<file path="src/bpa_pkg.sv">
package bpa_pkg;

	localparam int POOL_PAGES_DEF = 4096;
	localparam int PAGE_BYTES_DEF = 4096;
	localparam int MAX_RUN_DEF    = 64;

	localparam int ROW_BITS = 8;

	localparam int USABLE_W = 13;
	localparam int ADDR_W   = 32;
	localparam int COUNT_W  = 7;
	localparam int STATUS_W = 2;
	localparam int CFG_IDX_W = 2;

	localparam logic [USABLE_W-1:0] USABLE_RST    = 13'd4096;
	localparam logic [ADDR_W-1:0]   PHYS_BASE_RST = 32'h0020_0000;
	localparam logic [ADDR_W-1:0]   VIRT_BASE_RST = 32'hC010_0000;

	localparam logic [CFG_IDX_W-1:0] CFG_USABLE_PAGES = 2'd0;
	localparam logic [CFG_IDX_W-1:0] CFG_PHYS_BASE    = 2'd1;
	localparam logic [CFG_IDX_W-1:0] CFG_VIRT_BASE    = 2'd2;

	localparam logic [STATUS_W-1:0] ST_OK      = 2'd0;
	localparam logic [STATUS_W-1:0] ST_NO_VIRT = 2'd1;
	localparam logic [STATUS_W-1:0] ST_NO_PHYS = 2'd2;

	typedef enum logic [3:0] {
		S_CLEAR,
		S_IDLE,
		S_CHECK,
		S_VREAD,
		S_VEVAL,
		S_FAIL,
		S_MREAD,
		S_MWRITE,
		S_PREAD,
		S_PEVAL
	} state_t;

	typedef enum logic [2:0] {
		OP_NONE,
		OP_CLEAR,
		OP_LOAD,
		OP_VEVAL,
		OP_MWRITE,
		OP_PEVAL,
		OP_NOVIRT
	} op_t;

	typedef struct packed {
		op_t op;
	} cmd_t;

	typedef struct packed {
		logic clr_done;
		logic n_bad;
		logic v_found;
		logic v_end;
		logic m_done;
		logic p_found;
		logic p_end;
		logic p_last;
	} stat_t;

endpackage

</file>
<file path="src/bpa_ctrl.sv">
module bpa_ctrl (
	input  logic           clk,
	input  logic           arst_n,
	input  logic           start,
	input  bpa_pkg::stat_t stat,
	output bpa_pkg::cmd_t  cmd,
	output logic           busy
);
	import bpa_pkg::*;

	state_t state_q;
	state_t state_d;

	always_ff @(posedge clk or negedge arst_n) begin
		if (!arst_n) begin
			state_q <= S_CLEAR;
		end else begin
			state_q <= state_d;
		end
	end

	always_comb begin
		state_d = state_q;
		cmd.op  = OP_NONE;
		busy    = 1'b1;
		unique case (state_q)
			S_CLEAR: begin
				cmd.op = OP_CLEAR;
				if (stat.clr_done) begin
					state_d = S_IDLE;
				end
			end
			S_IDLE: begin
				busy = 1'b0;
				if (start) begin
					cmd.op  = OP_LOAD;
					state_d = S_CHECK;
				end
			end
			S_CHECK: begin
				state_d = stat.n_bad ? S_FAIL : S_VREAD;
			end
			S_VREAD: begin
				state_d = S_VEVAL;
			end
			S_VEVAL: begin
				cmd.op = OP_VEVAL;
				if (stat.v_found) begin
					state_d = S_MREAD;
				end else if (stat.v_end) begin
					state_d = S_FAIL;
				end else begin
					state_d = S_VREAD;
				end
			end
			S_FAIL: begin
				cmd.op  = OP_NOVIRT;
				state_d = S_IDLE;
			end
			S_MREAD: begin
				state_d = S_MWRITE;
			end
			S_MWRITE: begin
				cmd.op  = OP_MWRITE;
				state_d = stat.m_done ? S_PREAD : S_MREAD;
			end
			S_PREAD: begin
				state_d = S_PEVAL;
			end
			S_PEVAL: begin
				cmd.op = OP_PEVAL;
				if (stat.p_found) begin
					state_d = stat.p_last ? S_IDLE : S_PREAD;
				end else if (stat.p_end) begin
					state_d = S_IDLE;
				end else begin
					state_d = S_PREAD;
				end
			end
			default: begin
				state_d = S_CLEAR;
			end
		endcase
	end

endmodule

</file>
<file path="config.mk">
export PLATFORM = sky130hd
export DESIGN_NAME = bpa_ctrl
export DESIGN_NICKNAME = d
export VERILOG_FILES = /design/src/bpa_pkg.sv /design/src/bpa_ctrl.sv
export SDC_FILE = /design/constraint.sdc
export NUM_CORES = 1
export LEC_CHECK = 0
export ABC_AREA = 1
export BUFFER_PORTS_ARGS = -buffer_cell sky130_fd_sc_hd__buf_4
export CORE_AREA = 2 2 39 41
export CTS_CLUSTER_DIAMETER = 120
export DETAILED_ROUTE_END_ITERATION = 16
export DIE_AREA = 0 0 41 43
export SYNTH_ARGS = -nofsm -noshare
export SYNTH_HDL_FRONTEND = slang
export SYNTH_SLANG_ARGS = --single-unit
export TNS_END_PERCENT = 5
</file>
<file path="constraint.sdc">
create_clock -name clk -period 1.3 [get_ports clk]
set_clock_uncertainty 0.15 [all_clocks]
set_input_delay 0.13 -clock clk [delete_from_list [all_inputs] [get_ports clk]]
set_output_delay 0.13 -clock clk [all_outputs]
set_load 0.02 [all_outputs]
</file>
## Word level (Yosys, flattened, before mapping)

Index checks and enable logic that the tools add are counted.

- Equal/unequal tests: 11
- Multiplexer cells: 13
- Reductions and logical operators: 2

Operator list:

| operator | number |
|---|---|
| 4-bit case mux with 10 select lines | 1 |
| 4-bit two-way mux | 6 |
| 3-bit case mux with 6 select lines | 1 |
| 4-bit by 3-bit == test with 1-bit output (second input constant) | 4 |
| 3-bit two-way mux | 3 |
| 4-bit by 2-bit == test with 1-bit output (second input constant) | 2 |
| 4-bit == test (second input constant) | 2 |
| 4-bit by 1-bit == test with 1-bit output (second input constant) | 1 |
| 4-bit zero test | 1 |
| 2-bit inequality test (second input constant) | 2 |
| 2-bit two-way mux | 1 |
| 2-bit AND reduction | 1 |
| 1-bit two-way mux | 1 |

- Input bits: 11
- Flip-flop bits (word level): 4

## Longest topological paths before layout

Gate-level depths: netlist of the first run.

- Word-level depth: 3
- Gate-level depth with buffers: 8
- Depth with buffers taken out: 7

## Worst setup path before layout of the first run

OpenSTA, ideal clock, no wires.

- Path type: flip-flop to output port
- From: register state_q[3]
- To: output port cmd[1] (netlist name)
- Arrival: 1.153 ns
- Stages on the path, launching flop included: 4
- Setup slack: -0.133 ns
- Path through: dfrtp_1 nor2_2 nand2_1 o32ai_1

RTL lines:

| what | line | source |
|---|---|---|
| start: declaration | bpa_ctrl.sv:11 | `state_t state_q;` |
| start signal: assignment | bpa_ctrl.sv:18 | `state_q <= state_d;` |
| end: declaration | bpa_ctrl.sv:6 | `output bpa_pkg::cmd_t cmd,` |

==> results.yml, run 1 <==
sta:
  slew_violations: 0
  tightest_slew_ns: 0.200
  tns_ns: -0.743
  whs_ns: 0.00344
  report.final.setup_viol: 6
  period_minus_slack_ns: 1.53
  rsz0062_at_grt: "true"
  max_freq_mhz: 654
  max_slew_margin_pct: 86.6
  min_period_over_period_pct: 118
  hold_viol_final: 0
  worst_slack_ns: -0.229
routing:
  post_drt_via_cell_ratio: 4.66
  wl_per_cell_um: 9.82
  drc_errors: 0
  drt-initial-drc-count: 8
  vias: 466
  first_pass_iters: 4
  ant_nets: 0
  wl_um: 982
floorplan:
  core_sq_um: 1380
  start_util_pct: 26.3
  die_area_sq_um: 1760
  dieHeight_um: 43
  std_cell_rows: 14
  boundaryPins: 15
  die-width_um: 41
logic_synthesis:
  seq_area_frac_synth_pct: 27.5
  synthDistinctLibCells: 18
  ys_seq_elements: 4
  netlist_area_sq_um: 364
  synth_nets: 69
  avgSynthCellArea_sq_um: 6.28
  synth_top_area_share_pct: 27.5
  syn_inst: 58
  synth_area_leaders: "dfrtp_1 (27%), nand2_1 (20%), nand3_1 (9.6%), nor2_1 (7.2%), nand3b_1 (4.1%)"
  synth_area_leader_cell: "dfrtp_1"
  yosysWarnings: 0
grt:
  gr-total-overflow: 0
  grt_usage_pct: 13.6
  grt_max_degree: 7
  first_global_vias: 432
  grt_pass1_wl_mm: 1.59
  antenna_found_initial: 0
min_path:
  hp-class: "input port to register"
final_layout:
  max_flop_register: "state_q"
  n_antenna_cell: 0
  areaGrowthSynthToFinish_pct: 77.7
  reg_top3: "state_q: 4 flops"
  stdcell_count: 100
  nNetsFinal: 97
  largest_reg_flops: 4
  drive_gt1_share_pct: 52.4
setup_path:
  r2r_slack_ns: -0.02
  worstPathArrival_ns: 1.25
  critical_path_class: "register to primary output"
  endpoint_kind: "primary output"
  worstPathMaxFanout: 6
  cp-start-kind: "register"
  worstPathRequired_ns: 1.02
placement:
  dpl_worst_slack_ns: -0.0767
  portBuffers: 14
  placedCellCount: 93
  hpwl_um: 796
  globalplace.congestion: 0.810
pwr:
  p_clk_share_pct: 11.3
  powerDensity_nw_per_um2: 2190
  peakVddDrop_uv: 1130
  p_int_uw: 758
  swShare_pct: 46.5
  finalPower_uw: 1420
  combPwrFrac_pct: 67.9
  pwr-share-seq_pct: 20.8
  p_sw_uw: 659
  leakagePower_uw: 0.000319
clock_network:
  h-tree-depth: 1
  clk_latency_ns: 0.24
  cts-buffers-inserted: 3
  clk_path_buf_depth: 2
  clock-sinks: 4
  cts_tree: "built"
  path_clk_slew_ns: 0.03
  root_buffer: "clkbuf_4"
status:
  violations: "negative setup slack"
  status: "complete, but fails checks"
job:
  drv_cap: 0
[metrics by stage]
step	cell area, sq um	utilization, %
finish	647	46.7
global route	647	46.7
CTS	618	44.7
detailed placement	544	39.3
global placement	544	39.3
floorplan	385	-
[cell usage in the layout, fill, tap and decap left out, types with 2 or more instances in the layout]
master | synthesis | final
buf_4 | 0 | 19
buf_6 | 1 | 4
clkbuf_4 | 0 | 3
dfrtp_2 | 0 | 4
inv_1 | 3 | 3
inv_2 | 3 | 2
inv_4 | 1 | 2
nand2_1 | 19 | 16
nand2_2 | 0 | 3
nand3_1 | 7 | 7
nand3b_1 | 2 | 2
nor2_1 | 7 | 5
nor2_2 | 2 | 2
nor2_4 | 1 | 3
o211ai_1 | 2 | 2
[Yosys cell counts]
cell and n:
nor2_4 1, inv_1 3, inv_2 3, o21ai_1 1, buf_6 1, dfrtp_1 4
nand3_1 7, nor2_2 2, inv_4 1, o22ai_1 1, nand3b_1 2, o32ai_1 1
nor2_1 7, o21ai_0 1, nor3_1 1, nand2_1 19, o211ai_1 2, o21bai_1 1
[logic make-up after synthesis]
group	Yosys count	share of synthesized area (%)
AOI/OAI and AO/OA	7	13.1
and+or+nand+nor	39	48.5
buffers and inverters	8	11.0
DFF	4	27.5
[critical path: stages (launching register included)]
cell     delay, ns
dfrtp_2       0.46
buf_6         0.14
o32ai_4       0.26
buf_6         0.15
[routing by layer]
metal  global-route usage (%)  share of wire (%)  vias to the layer above
met4                     8.00                3.0                        0
li1                         -                  -                      240
met5                        0                  0                        -
met3                     3.14                6.4                        5
met1                     14.4                 41                      205
met2                     22.8                 50                       16
[power groups by stage]
stage,logic (uW),registers [uW],clock network (uW)
floorplan,593,220,0
global placement,838,258,0
detailed placement,836,260,0
CTS,929,267,159
global route,1060,305,161
finish,963,295,159
[layout make-up]
class	count	area [sq um]
clock buffer	3	22.5
fill	148	737
inverter	7	31.3
multi-input combinational	46	270
sequential	4	105
tap	16	20.0
timing repair buffer	24	198
[path summary, 6_finish.rpt]
check / start / end / depth (start not counted)
max in group asynchronous: arst_n / state_q[3] / 2
max reg2reg: state_q[1] / state_q[0] / 8
max: state_q[3] / cmd[1] / 3
min reg2reg: state_q[2] / state_q[2] / 3
min in group asynchronous: arst_n / state_q[2] / 2
min: stat[3] / state_q[3] / 3
[timing repair]
action / in CTS / in global routing
endpoints found under the hold margin: 4 / 0
resized for setup: 8 / 8
setup endpoints to repair: 6 / 7
buffers inserted: 2 / 1
hold buffers: 1 / 0
gates cloned: 0 / 0
pin swaps: 1 / 2
No activity file was read; power rests on OpenSTA's default activity.
==> inputs of run 2 (changes only) <==
Clock period 1.3 ns to 1.6 ns, I/O delays scaled along.
==> results.yml, run 2 (synthesis results as in run 1) <==
status:
  status: "completed"
sta:
  slew_violations: 0
  tightest_slew_ns: 0.226
  period_minus_slack_ns: 1.56
  hold_viol_final: 0
  report.final.setup_viol: 0
  min_period_over_period_pct: 97.4
  whs_ns: 0.0287
  max_slew_margin_pct: 84.9
  max_freq_mhz: 642
  tns_ns: 0
  rsz0062_at_grt: "true"
  worst_slack_ns: 0.0415
routing:
  post_drt_via_cell_ratio: 4.54
  wl_per_cell_um: 9.97
  first_pass_iters: 4
  drt-initial-drc-count: 5
  vias: 422
  ant_nets: 0
  drc_errors: 0
  wl_um: 927
final_layout:
  reg_top3: "state_q: 4 flops"
  final_common_cell: "nand2_1"
  max_flop_register: "state_q"
  nNetsFinal: 90
  areaGrowthSynthToFinish_pct: 50.9
  n_antenna_cell: 0
  stdcell_count: 93
  drive_gt1_share_pct: 41.6
  largest_reg_flops: 4
  post-route-util_pct: 39.7
  layout_common_cells: "nand2_1 (18), buf_4 (15), nor2_1 (7), nand3_1 (7), dfrtp_2 (4)"
floorplan:
  start_util_pct: 26.3
  dieHeight_um: 43
  core_sq_um: 1380
  die_area_sq_um: 1760
  die-width_um: 41
  boundaryPins: 15
  std_cell_rows: 14
grt:
  met3_usage_pct: 4.71
  grt.met2_usage_pct: 20.0
  gr-total-overflow: 0
  grt_pass1_wl_mm: 1.57
  grt_max_degree: 9
  antenna_found_initial: 0
  first_global_vias: 405
  grt_usage_pct: 12.8
  grt.busiest_layer: "met2"
  met1_usage_pct: 16.6
pwr:
  peakVddDrop_uv: 630
  leakagePower_uw: 0.000277
  powerDensity_nw_per_um2: 1780
setup_path:
  cp_cell_sequence: "nor2_4 -> nand2_1 -> o32ai_1 -> buf_4"
  critical_path_class: "register to primary output"
  worstPathMaxFanout: 6
  r2r_slack_ns: 0.23
  critPathMaxStageDelay_ns: 0.45
  cp-start-kind: "register"
  cp_top_family: "flip-flops"
  endpoint_kind: "primary output"
  worstPathArrival_ns: 1.25
  crit_slowest_cell: "dfrtp_2"
  worst-path-buf-inv: 1
  worstPathRequired_ns: 1.29
clock_network:
  clk_latency_ns: 0.24
  cts_tree: "built"
  clk_path_buf_depth: 2
  clock-sinks: 4
  path_clk_slew_ns: 0.04
  h-tree-depth: 1
  cts-buffers-inserted: 3
  root_buffer: "clkbuf_4"
job:
  drv_cap: 0
placement:
  globalplace.congestion: 0.812
  dpl_worst_slack_ns: 0.206
  hpwl_um: 729
  portBuffers: 14
  placedCellCount: 87
min_path:
  hp-class: "input port to register"
[run 2: power breakdown]
part           internal [uW]  switching (uW)
sequential               150            82.8
clock                   84.0            43.4
combinational            268             347
[run 2: final timing paths]
path | from | to | cells after the start
min in group asynchronous | arst_n | state_q[2] | 2
max reg2reg | state_q[1] | state_q[0] | 6
min | stat[3] | state_q[3] | 3
max | state_q[3] | cmd[1] | 4
min reg2reg | state_q[2] | state_q[2] | 3
max in group asynchronous | arst_n | state_q[1] | 2
[run 2: stage by stage]
step | instance area [sq um] | total power (uW)
finish | 549 | 976
global route | 549 | 1070
CTS | 517 | 913
detailed placement | 478 | 767
global placement | 478 | 767
floorplan | 364 | 613
[run 2: timing repair]
| action | in CTS | in global routing |
|---|---|---|
| setup endpoints to repair | 2 | 3 |
| gates resized for setup | 2 | 7 |
| hold buffers | 1 | 0 |
| hold endpoints to repair | 4 | 0 |
| pin swaps | 0 | 1 |
| buffers inserted | 0 | 2 |
[run 2: worst min-delay path: stages]
cell and delay [ns]:
buf_4 0.08, nand2_1 0.04, o211ai_1 0.08
[run 2: cell type report]
class | count | area [sq um]
clock buffers | 3 | 22.5
fillers | 156 | 835
inverters | 7 | 31.3
multi-input cells | 46 | 236
flip-flops and latches | 4 | 105
well taps | 16 | 20.0
repair buffers | 17 | 134
[run 2: per-layer routing]
metal  part of all wire (%)  wire length (um)
met1                     44               407
met2                     50               465
met3                    5.8                54
met4                      0                 0
met5                      0                 0
==> inputs of run 3 (changes only) <==
Settings changed: SETUP_SLACK_MARGIN from default to 0.05.
==> results.yml, run 3 (synthesis results as in run 1) <==
status:
  status: "completed"
pwr:
  peakVddDrop_uv: 586
  powerDensity_nw_per_um2: 1800
  leakagePower_uw: 0.000284
routing:
  wl_per_cell_um: 10.8
  post_drt_via_cell_ratio: 4.71
  wl_mm: 1.02
  drt-initial-drc-count: 9
  vias: 443
  drc_errors: 0
  ant_nets: 0
  first_pass_iters: 5
clock_network:
  clk_path_buf_depth: 2
  clk_latency_ns: 0.24
  clock-sinks: 4
  path_clk_slew_ns: 0.04
  cts_tree: "built"
  h-tree-depth: 1
  cts-buffers-inserted: 3
  root_buffer: "clkbuf_4"
placement:
  dpl_worst_slack_ns: 0.206
  placedCellCount: 87
  postPlaceCellArea_sq_um: 478
  hpwl_um: 729
  globalplace.congestion: 0.812
  portBuffers: 14
grt:
  antenna_found_initial: 0
  first_global_vias: 439
  gr-total-overflow: 0
  grt_max_degree: 7
  grt_usage_pct: 14.1
  grt_pass1_wl_mm: 1.72
setup_path:
  critPathMaxStageDelay_ns: 0.45
  critical_path_class: "register to primary output"
  worstPathArrival_ns: 1.26
  crit_slowest_cell: "dfrtp_2"
  worstPathMaxFanout: 6
  cp_common_cell: "nand2_1"
  worst-path-buf-inv: 2
  cp_cell_sequence: "inv_2 -> nand2_1 -> nor3_2 -> nor2_1 -> nand2_1 -> buf_6"
  endpoint_kind: "primary output"
  cp_top_family: "flip-flops"
  worstPathRequired_ns: 1.29
  cp-start-kind: "register"
final_layout:
  final_common_cell: "nand2_1"
  post-route-util_pct: 39.7
  drive_gt1_share_pct: 38.5
  n_antenna_cell: 0
  largest_reg_flops: 4
  final_area_sq_um: 549
  fillers: 157
  areaGrowthSynthToFinish_pct: 50.9
  layout_common_cells: "nand2_1 (19), buf_4 (16), nor2_1 (7), nand3_1 (7)"
  reg_top3: "state_q: 4 flops"
  max_flop_register: "state_q"
  stdcell_count: 94
  nNetsFinal: 91
sta:
  max_freq_mhz: 639
  rsz0062_at_grt: "true"
  period_minus_slack_ns: 1.57
  tns_ns: 0
  tightest_slew_ns: 0.226
  min_period_over_period_pct: 97.9
  slew_violations: 0
  hold_viol_final: 0
  report.final.setup_viol: 0
  max_slew_margin_pct: 84.9
  worst_slack_ns: 0.0342
floorplan:
  dieHeight_um: 43
  boundaryPins: 15
  die-width_um: 41
  start_util_pct: 26.3
  std_cell_rows: 14
  die_area_sq_um: 1760
  core_sq_um: 1380
min_path:
  hp-class: "input port to register"
job:
  drv_cap: 0
run 3: final cells by class:
type	count	area, sq um	share of cell area (%)
clock buffers	3	22.5	4.10
inverters	7	28.8	5.24
multi-input cells	46	234	42.6
flip-flops and latches	4	103	18.7
well taps	16	20.0	3.64
repair buffers	18	141	25.7
run 3: report_power, final:
group          switching [uW]  internal (uW)  total (uW)
sequential               66.0            145         211
combinational             371            280         651
clock                    43.2           84.0         127
run 3: path summary, 6_finish.rpt:
| check | startpoint | end | slack, ns | cells past startpoint |
|---|---|---|---|---|
| max in group asynchronous | arst_n | state_q[1] | 1.08 | 2 |
| min in group asynchronous | arst_n | state_q[2] | 0.10 | 2 |
| worst max register to register | state_q[3] | state_q[0] | 0.22 | 6 |
| worst min-delay path | stat[3] | state_q[3] | 0.03 | 3 |
| worst max-delay path | state_q[3] | cmd[2] | 0.03 | 6 |
| worst min register to register | state_q[3] | state_q[3] | 0.55 | 2 |
run 3: worst register-to-register path, stage by stage (launching register included):
cell,delay [ns]
dfrtp_2,0.45
nor2_4,0.13
buf_4,0.13
nand3_1,0.12
nand2_1,0.10
o21bai_1,0.12
nand2_1,0.06
run 3: per-layer routing:
metal / routed length (um) / vias to the layer above / global-route usage, %
met5: 0 / - / 0
met4: 12 / 0 / 3.33
met3: 64 / 2 / 5.76
met2: 511 / 18 / 23.4
met1: 428 / 190 / 16.0
li1: - / 233 / -
run 3: what timing repair did:
action | in CTS | in global routing
resized for setup | 4 | 1
pin swaps | 1 | 2
setup endpoints to repair | 2 | 3
buffers inserted | 3 | 0
hold buffers | 1 | 0
endpoints found under the hold margin | 4 | 0
cloned | 0 | 0
run 3: metrics by stage:
stage	power, uW	hold WS [ns]
finish	989	0.0323
global placement	767	-0.192
CTS	972	0.0210
floorplan	613	-0.286
global route	1080	0.0360
detailed placement	767	-0.192
